**config.mk**
```make
export PLATFORM = sky130hd
export DESIGN_NAME = riff_wave_header_parser
export DESIGN_NICKNAME = d
export VERILOG_FILES = /design/src/design/rwhp_pkg.sv /design/src/design/riff_wave_header_parser.sv
export SDC_FILE = /design/constraint.sdc
export NUM_CORES = 1
export LEC_CHECK = 0
export BUFFER_PORTS_ARGS = -buffer_cell sky130_fd_sc_hd__buf_4
export CAP_MARGIN = 15
export CORE_ASPECT_RATIO = 2
export CORE_MARGIN = 8
export CORE_UTILIZATION = 51
export DETAILED_ROUTE_END_ITERATION = 10
export GPL_ROUTABILITY_DRIVEN = 0
export MAX_ROUTING_LAYER = met4
export PLACE_DENSITY_LB_ADDON = 0.3
export SLEW_MARGIN = 20
export SYNTH_ARGS = -nofsm -noshare
export SYNTH_HDL_FRONTEND = slang
export SYNTH_SLANG_ARGS = --single-unit
```
**constraint.sdc**
```tcl
create_clock -name aclk -period 7.9 [get_ports aclk]
set_input_delay 0.79 -clock aclk [delete_from_list [all_inputs] [get_ports aclk]]
set_output_delay 0.79 -clock aclk [all_outputs]
set_load 0.05 [all_outputs]
```
**src/design/rwhp_pkg.sv**
```systemverilog
package rwhp_pkg;

    // Width of the byte position counter; the position saturates at all ones.
    localparam int POSITION_BITS = 34;

    // Chunk arithmetic needs room for position + 8 + a 32-bit size + pad.
    localparam int SUM_W = ((POSITION_BITS + 1 > 32) ? POSITION_BITS + 1 : 32) + 1;

    localparam logic [POSITION_BITS-1:0] POS_MAX = {POSITION_BITS{1'b1}};

    localparam int CHUNK_FIRST  = 12;
    localparam int HDR_LEN      = 8;
    localparam int MIN_FILE_LEN = 44;
    localparam int FMT_MIN_SIZE = 16;

    localparam logic [31:0] ID_FMT  = 32'h666D_7420;
    localparam logic [31:0] ID_DATA = 32'h6461_7461;

    localparam logic [15:0] PCM_FORMAT   = 16'd1;
    localparam logic [15:0] PCM_BITS     = 16'd16;
    localparam logic [15:0] CHAN_DEFAULT = 16'd1;
    localparam logic [31:0] RATE_DEFAULT = 32'd44100;

    localparam int STATUS_W = 3;
    localparam int OUT_FIELDS_W = STATUS_W + 16 + 32 + 31 + 32;
    localparam int OUT_W = ((OUT_FIELDS_W + 7) / 8) * 8;

    typedef enum logic [STATUS_W-1:0] {
        ST_OK       = 3'd0,
        ST_SHORT    = 3'd1,
        ST_NOT_WAVE = 3'd2,
        ST_NO_DATA  = 3'd3,
        ST_NOT_PCM  = 3'd4,
        ST_NOT_16   = 3'd5
    } status_t;

    // Expected header bytes; only offsets 0..3 and 8..11 are checked.
    function automatic logic [7:0] tag_byte(input logic [3:0] idx);
        logic [7:0] b;
        case (idx)
            4'd0:    b = 8'h52;  // R
            4'd1:    b = 8'h49;  // I
            4'd2:    b = 8'h46;  // F
            4'd3:    b = 8'h46;  // F
            4'd8:    b = 8'h57;  // W
            4'd9:    b = 8'h41;  // A
            4'd10:   b = 8'h56;  // V
            4'd11:   b = 8'h45;  // E
            default: b = 8'h00;
        endcase
        return b;
    endfunction

    function automatic logic [31:0] swap32(input logic [31:0] v);
        return {v[7:0], v[15:8], v[23:16], v[31:24]};
    endfunction

endpackage

```
**src/design/riff_wave_header_parser.sv**
```systemverilog
// The result is registered on m_axis in the cycle after the final byte (tlast) is accepted.
// One byte per cycle while s_axis_tready is high; all chunk tracking is done as it arrives.
// The output register frees the input side while a result waits, unless m_axis is stalled.
// Reset: synchronous, active low; parser state returns to its start values, also after
// every final byte, so files may follow each other with no gap.
module riff_wave_header_parser import rwhp_pkg::*; (
    input  logic             aclk,
    input  logic             aresetn,
    input  logic             s_axis_tvalid,
    output logic             s_axis_tready,
    input  logic [7:0]       s_axis_tdata,   // [7:0] data_byte
    input  logic             s_axis_tlast,   // last_byte
    output logic             m_axis_tvalid,
    input  logic             m_axis_tready,
    // [2:0] status, [18:3] channels, [50:19] sample_rate, [81:51] sample_count,
    // [113:82] data_offset, rest zero
    output logic [OUT_W-1:0] m_axis_tdata
);

    localparam logic [SUM_W-1:0] HDR_END_RESET = SUM_W'(CHUNK_FIRST + HDR_LEN - 1);

    logic [POSITION_BITS-1:0] pos_reg, pos_next;
    logic [SUM_W-1:0]         hdr_end_reg, hdr_end_next;   // chunk start + 7
    logic [63:0]              hdr_reg, hdr_next;
    logic                     tag_ok_reg, tag_ok_next;
    logic                     fmt_act_reg, fmt_act_next;
    logic [SUM_W-1:0]         fmt_end_reg, fmt_end_next;
    logic [4:0]               fmt_idx_reg, fmt_idx_next;
    logic [15:0]              fmtp_code_reg, fmtp_code_next;
    logic [15:0]              fmtp_chan_reg, fmtp_chan_next;
    logic [31:0]              fmtp_rate_reg, fmtp_rate_next;
    logic [15:0]              fmtp_bits_reg, fmtp_bits_next;
    logic [15:0]              format_reg, format_next;
    logic [15:0]              chan_reg, chan_next;
    logic [31:0]              rate_reg, rate_next;
    logic [15:0]              bits_reg, bits_next;
    logic                     data_found_reg, data_found_next;
    logic [31:0]              data_bytes_reg, data_bytes_next;
    logic [31:0]              data_start_reg, data_start_next;

    logic                     out_valid_reg;
    logic [OUT_W-1:0]         out_data_reg;

    logic                     accept;
    logic                     parse;
    logic [7:0]               byte_in;
    logic [SUM_W-1:0]         pos_ext;
    logic [31:0]              size;
    logic [SUM_W-1:0]         payload;
    logic [SUM_W-1:0]         chunk_end;
    logic [SUM_W-1:0]         chunk_sat;
    status_t                  status;
    logic [OUT_W-1:0]         result;

    assign s_axis_tready = !out_valid_reg || m_axis_tready;
    assign accept        = s_axis_tvalid && s_axis_tready;
    assign parse         = accept && (pos_reg != POS_MAX);
    assign byte_in       = s_axis_tdata[7:0];
    assign pos_ext       = SUM_W'(pos_reg);

    assign hdr_next  = {hdr_reg[55:0], byte_in};
    assign size      = swap32(hdr_next[31:0]);
    assign payload   = hdr_end_reg + SUM_W'(1);
    assign chunk_end = payload + SUM_W'(size) + SUM_W'(size[0]);
    assign chunk_sat = (chunk_end > SUM_W'(POS_MAX)) ? SUM_W'(POS_MAX) : chunk_end;

    always_comb begin
        pos_next        = pos_reg;
        hdr_end_next    = hdr_end_reg;
        tag_ok_next     = tag_ok_reg;
        fmt_act_next    = fmt_act_reg;
        fmt_end_next    = fmt_end_reg;
        fmt_idx_next    = fmt_idx_reg;
        fmtp_code_next  = fmtp_code_reg;
        fmtp_chan_next  = fmtp_chan_reg;
        fmtp_rate_next  = fmtp_rate_reg;
        fmtp_bits_next  = fmtp_bits_reg;
        format_next     = format_reg;
        chan_next       = chan_reg;
        rate_next       = rate_reg;
        bits_next       = bits_reg;
        data_found_next = data_found_reg;
        data_bytes_next = data_bytes_reg;
        data_start_next = data_start_reg;

        if (parse) begin
            if (pos_reg < POSITION_BITS'(CHUNK_FIRST) &&
                (pos_reg < POSITION_BITS'(4) || pos_reg >= POSITION_BITS'(8)) &&
                byte_in != tag_byte(pos_reg[3:0])) begin
                tag_ok_next = 1'b0;
            end

            // fmt payload: code, channels, rate in bytes 0..7, bits in 14..15
            if (fmt_act_reg && !fmt_idx_reg[4]) begin
                case (fmt_idx_reg[3:0])
                    4'd0:    fmtp_code_next[7:0]    = byte_in;
                    4'd1:    fmtp_code_next[15:8]   = byte_in;
                    4'd2:    fmtp_chan_next[7:0]    = byte_in;
                    4'd3:    fmtp_chan_next[15:8]   = byte_in;
                    4'd4:    fmtp_rate_next[7:0]    = byte_in;
                    4'd5:    fmtp_rate_next[15:8]   = byte_in;
                    4'd6:    fmtp_rate_next[23:16]  = byte_in;
                    4'd7:    fmtp_rate_next[31:24]  = byte_in;
                    4'd14:   fmtp_bits_next[7:0]    = byte_in;
                    4'd15:   fmtp_bits_next[15:8]   = byte_in;
                    default: ;
                endcase
                fmt_idx_next = fmt_idx_reg + 5'd1;
            end

            // fmt chunk complete inside the file: commit its values
            if (fmt_act_reg && pos_ext == fmt_end_reg) begin
                format_next  = fmtp_code_next;
                chan_next    = fmtp_chan_next;
                rate_next    = fmtp_rate_next;
                bits_next    = fmtp_bits_next;
                fmt_act_next = 1'b0;
            end

            if (pos_ext == hdr_end_reg) begin
                if (hdr_next[63:32] == ID_FMT) begin
                    if (size >= 32'(FMT_MIN_SIZE)) begin
                        fmt_act_next   = 1'b1;
                        fmt_end_next   = payload + SUM_W'(size) - SUM_W'(1);
                        fmt_idx_next   = '0;
                        fmtp_code_next = '0;
                        fmtp_chan_next = '0;
                        fmtp_rate_next = '0;
                        fmtp_bits_next = '0;
                    end
                end else if (hdr_next[63:32] == ID_DATA) begin
                    data_found_next = 1'b1;
                    data_bytes_next = size;
                    data_start_next = payload[31:0];
                end
                hdr_end_next = chunk_sat + SUM_W'(HDR_LEN - 1);
            end

            pos_next = pos_reg + POSITION_BITS'(1);
        end
    end

    // File length is pos + 1, or the saturated position itself
    always_comb begin
        if (pos_reg < POSITION_BITS'(MIN_FILE_LEN - 1)) begin
            status = ST_SHORT;
        end else if (!tag_ok_reg) begin
            status = ST_NOT_WAVE;
        end else if (!data_found_next || data_bytes_next == 32'd0) begin
            status = ST_NO_DATA;
        end else if (format_next != PCM_FORMAT) begin
            status = ST_NOT_PCM;
        end else if (bits_next != PCM_BITS) begin
            status = ST_NOT_16;
        end else begin
            status = ST_OK;
        end

        if (status == ST_OK) begin
            result = OUT_W'({data_start_next, data_bytes_next[31:1], rate_next, chan_next,
                             status});
        end else begin
            result = OUT_W'({32'd0, 31'd0, RATE_DEFAULT, CHAN_DEFAULT, status});
        end
    end

    always_ff @(posedge aclk) begin
        if (!aresetn || (accept && s_axis_tlast)) begin
            pos_reg        <= '0;
            hdr_end_reg    <= HDR_END_RESET;
            hdr_reg        <= '0;
            tag_ok_reg     <= 1'b1;
            fmt_act_reg    <= 1'b0;
            fmt_end_reg    <= '0;
            fmt_idx_reg    <= '0;
            fmtp_code_reg  <= '0;
            fmtp_chan_reg  <= '0;
            fmtp_rate_reg  <= '0;
            fmtp_bits_reg  <= '0;
            format_reg     <= '0;
            chan_reg       <= CHAN_DEFAULT;
            rate_reg       <= RATE_DEFAULT;
            bits_reg       <= PCM_BITS;
            data_found_reg <= 1'b0;
            data_bytes_reg <= '0;
            data_start_reg <= '0;
        end else begin
            pos_reg        <= pos_next;
            hdr_end_reg    <= hdr_end_next;
            if (parse) begin
                hdr_reg    <= hdr_next;
            end
            tag_ok_reg     <= tag_ok_next;
            fmt_act_reg    <= fmt_act_next;
            fmt_end_reg    <= fmt_end_next;
            fmt_idx_reg    <= fmt_idx_next;
            fmtp_code_reg  <= fmtp_code_next;
            fmtp_chan_reg  <= fmtp_chan_next;
            fmtp_rate_reg  <= fmtp_rate_next;
            fmtp_bits_reg  <= fmtp_bits_next;
            format_reg     <= format_next;
            chan_reg       <= chan_next;
            rate_reg       <= rate_next;
            bits_reg       <= bits_next;
            data_found_reg <= data_found_next;
            data_bytes_reg <= data_bytes_next;
            data_start_reg <= data_start_next;
        end
    end

    always_ff @(posedge aclk) begin
        if (!aresetn) begin
            out_valid_reg <= 1'b0;
        end else if (accept && s_axis_tlast) begin
            out_valid_reg <= 1'b1;
        end else if (m_axis_tready) begin
            out_valid_reg <= 1'b0;
        end
    end

    always_ff @(posedge aclk) begin
        if (accept && s_axis_tlast) begin
            out_data_reg <= result;
        end
    end

    assign m_axis_tvalid = out_valid_reg;
    assign m_axis_tdata  = out_data_reg;

endmodule

```
==> impl_metrics.json <==
{
  "wirelength_mm": 84.8,
  "clkSinkCount": 515,
  "fin_skew_ns": 0.0178,
  "yosysUniqueCellTypes": 100,
  "synth_area_per_cell_sq_um": 8.30,
  "timing.setup.tns_ns": 0,
  "max_slew_margin_pct": 28.0,
  "std_cell_rows": 118,
  "htreeDepth": 2,
  "dp_cells": 3816,
  "fin_area_sq_um": 29500,
  "placed_area_sq_um": 27900,
  "critPathSlowestCell": "or4_4",
  "startpoint": "hdr_end_reg[1]$_SDFFE_PP1P_",
  "grt_max_degree": 167,
  "ant_nets": 0,
  "clk_latency_ns": 0.58,
  "crit_path_start_kind": "flip-flop",
  "met3_usage_pct": 5.05,
  "syn2layout_area_growth_pct": 11.5,
  "antenna_found_initial": 0,
  "yosys_warnings": 0,
  "antenna-diode-count": 0,
  "syn_inst": 3187,
  "max_freq_mhz": 134,
  "ys_async_sr_fraction_pct": 0,
  "cp-endpoint": "hdr_end_reg[32]$_SDFFE_PP0P_",
  "worstReg2RegStart": "hdr_end_reg[1]$_SDFFE_PP1P_",
  "cts_tree": "built",
  "grt_use_total_pct": 28.5,
  "vdd_ir_drop_max_uv": 180,
  "hold_buffers": 0,
  "yosysSeqAreaShare_pct": 43.3,
  "synth_edf_count": 114,
  "fp.dieH_microns": 338,
  "drv_cap": 0,
  "finalNonFillerCells": 3900,
  "setup.worst_path.class": "flip-flop to flip-flop",
  "nNetsFinal": 3262,
  "cts_inserted_buffers": 45,
  "hold_depth": 2,
  "critPathMaxStageDelay_ns": 0.53,
  "start_util_pct": 51.4,
  "coreArea_sq_um": 51500,
  "grt_first_pass_wirelength_mm": 130,
  "io_buffers": 128,
  "vias": 23700,
  "r2r_slack_ns": 0.42,
  "largest_reg_flops": 114,
  "reg2regPathDepth": 32,
  "path_max_fanout": 9,
  "root_buffer": "clkbuf_16",
  "grt_pass1_vias": 23700,
  "drt_iter0_markers": 2079,
  "vias_per_cell": 6.08,
  "worst_pin_slew_ns": 1.08,
  "io_pins": 135,
  "outcome": "completed",
  "crit_required_ns": 8.38,
  "synthFlopType": "dfxtp_1",
  "power_mw": 5.35,
  "drive_gt1_share_pct": 10.8,
  "period_minus_slack_ns": 7.48,
  "end_kind": "flip-flop",
  "syn-cell-area_sq_um": 26500,
  "die_w_microns": 177,
  "groute.layer.met2.usage_pct": 49.7,
  "grt_use_met1_pct": 27.2,
  "p_leak_nw": 10.2,
  "r2r-end": "hdr_end_reg[32]$_SDFFE_PP0P_",
  "min_period_over_period_pct": 94.6,
  "grt_overflow": 0,
  "final-hold-violation-count": 0,
  "p_per_area_nw_per_um2": 181,
  "wire_per_inst_microns": 21.8,
  "top_usage_layer": "met2",
  "worstPathArrival_ns": 7.95,
  "setup_violations": 0,
  "dieArea_sq_um": 59900,
  "clockBufferDepth": 3,
  "dr.pass1.iters": 6,
  "hold_path_class": "flip-flop to flip-flop",
  "clkTransAtPathRegs_ns": 0.07,
  "drc": 0,
  "place_hpwl_mm": 60.0,
  "drv_slew": 0,
  "ys_ff_latch": 515
}
## worst min-delay path by stage
stage,start,endpoint,slack [ns]
2_1_floorplan,rate_reg[11]$_SDFF_PP1_,rate_reg[11]$_SDFF_PP1_,0.43
3_3_place_gp,hdr_reg[48]$_SDFFE_PP0P_,hdr_reg[48]$_SDFFE_PP0P_,0.44
3_5_place_dp,hdr_reg[48]$_SDFFE_PP0P_,hdr_reg[48]$_SDFFE_PP0P_,0.45
4_1_cts,hdr_reg[34]$_SDFFE_PP0P_,hdr_reg[42]$_SDFFE_PP0P_,0.46
5_1_grt,fmt_end_reg[19]$_SDFFE_PP0P_,fmt_end_reg[19]$_SDFFE_PP0P_,0.48
6_report,hdr_reg[48]$_SDFFE_PP0P_,hdr_reg[48]$_SDFFE_PP0P_,0.46
## cells in the mapped netlist (all sizes together) (7+ instances only)
cell type  count  area share [%]
a21o           9            0.26
or3           34            0.80
a22o          14            0.46
o31ai          7            0.20
edfxtp       114              13
o211ai        18            0.51
a211oi        13            0.45
nor3          52             1.0
nand4b         9            0.30
nor2         393             5.6
clkbuf       189             2.7
ha            44             2.1
and4          18            0.61
mux2i         87             3.3
nand2b        18            0.43
a21boi         9            0.26
and3          26            0.65
nand3        123             2.3
o31a           7            0.26
nand4         56             1.4
a21oi        380             7.2
nor4          70             1.8
inv           33            0.47
a31oi          9            0.21
o21ai        139             2.6
buf           56             1.2
dfxtp        401              30
and2          25            0.60
nand2        464             6.6
xor2         127             4.2
or4            9            0.28
nor3b          8            0.27
xnor2        131             4.4
## final cells by class
class	count	area, sq um
fillers	4649	22000
multi-input cells	2399	14000
clock inverters	15	166
clock buffers	68	1320
repair buffers	210	1590
well taps	660	826
flip-flops and latches	515	11500
inverters	33	126
## cells by family after synthesis
kind of cell / Yosys count / share of synthesized area (%)
DFF: 515 / 43.3
buffers and inverters: 278 / 4.36
muxes: 88 / 3.33
xor gates and xnor gates: 258 / 8.64
adders and majority gates: 45 / 2.16
other: 1 / 0.0142
AOI/OAI and AO/OA: 666 / 14.6
and+or+nand+nor: 1336 / 23.6
## critical path: cells and delay by family, from the launching register on
kind                     cells  cell delay (ns)
multiplexers                 2             0.50
XOR/XNOR                     2             0.34
adder cells (fa/ha/maj)      3             0.74
AO/OA/AOI/OAI                7             1.62
flip-flops                   1             0.42
AND/OR/NAND/NOR             16             3.38
buffers and inverters        2             0.36
## power by group
| group | switching [mW] | internal [mW] | total, mW | leakage (nW) |
|---|---|---|---|---|
| Sequential | 0.0190 | 2.72 | 2.74 | 4.23 |
| Clock | 0.987 | 1.25 | 2.24 | 0.734 |
| Combinational | 0.290 | 0.0860 | 0.376 | 5.27 |
## metal layers
layer  vias up  share of wire [%]
met5         -                  0
met3       375                6.7
met2       987                 51
met4         0                8.7
li1      11100                  -
met1     11200                 33
## placed cells by master, fill, tap and decap left out, types with 6 or more instances in the layout
cell	count
nand2_1	461
dfxtp_1	400
nor2_1	390
a21oi_1	373
buf_4	209
o21ai_0	129
xnor2_1	127
xor2_1	125
nand3_1	122
edfxtp_1	114
mux2i_1	87
nor4_1	65
nand4_1	55
nor3_1	47
clkbuf_16	47
ha_1	42
or3_1	33
inv_1	32
and3_1	24
and2_1	22
nand2b_1	18
o211ai_1	18
and4_1	17
clkbuf_1	15
a22o_1	14
a211oi_1	10
a31oi_1	9
nand4b_1	9
clkinv_2	9
a21o_1	8
o21ai_1	8
or4_1	7
o31ai_1	7
a21oi_2	6
o31a_1	6
o21a_1	6
nor3b_1	6
conb_1	6
clkbuf_8	6
## metrics by stage
step,utilization [%],setup WS [ns],hold WS (ns)
6_report,57.3,0.423,0.460
3_5_place_dp,54.2,0.298,0.454
3_3_place_gp,54.2,0.469,0.442
5_1_grt,57.3,-0.0187,0.483
2_1_floorplan,-,0.714,0.429
4_1_cts,57.1,0.264,0.461
## timing repair
action                     4_1_cts  5_1_grt
gates resized for setup          0       25
setup endpoints to repair        0        9
setup buffers                    0        1
No activity file was read; power rests on OpenSTA's default activity.
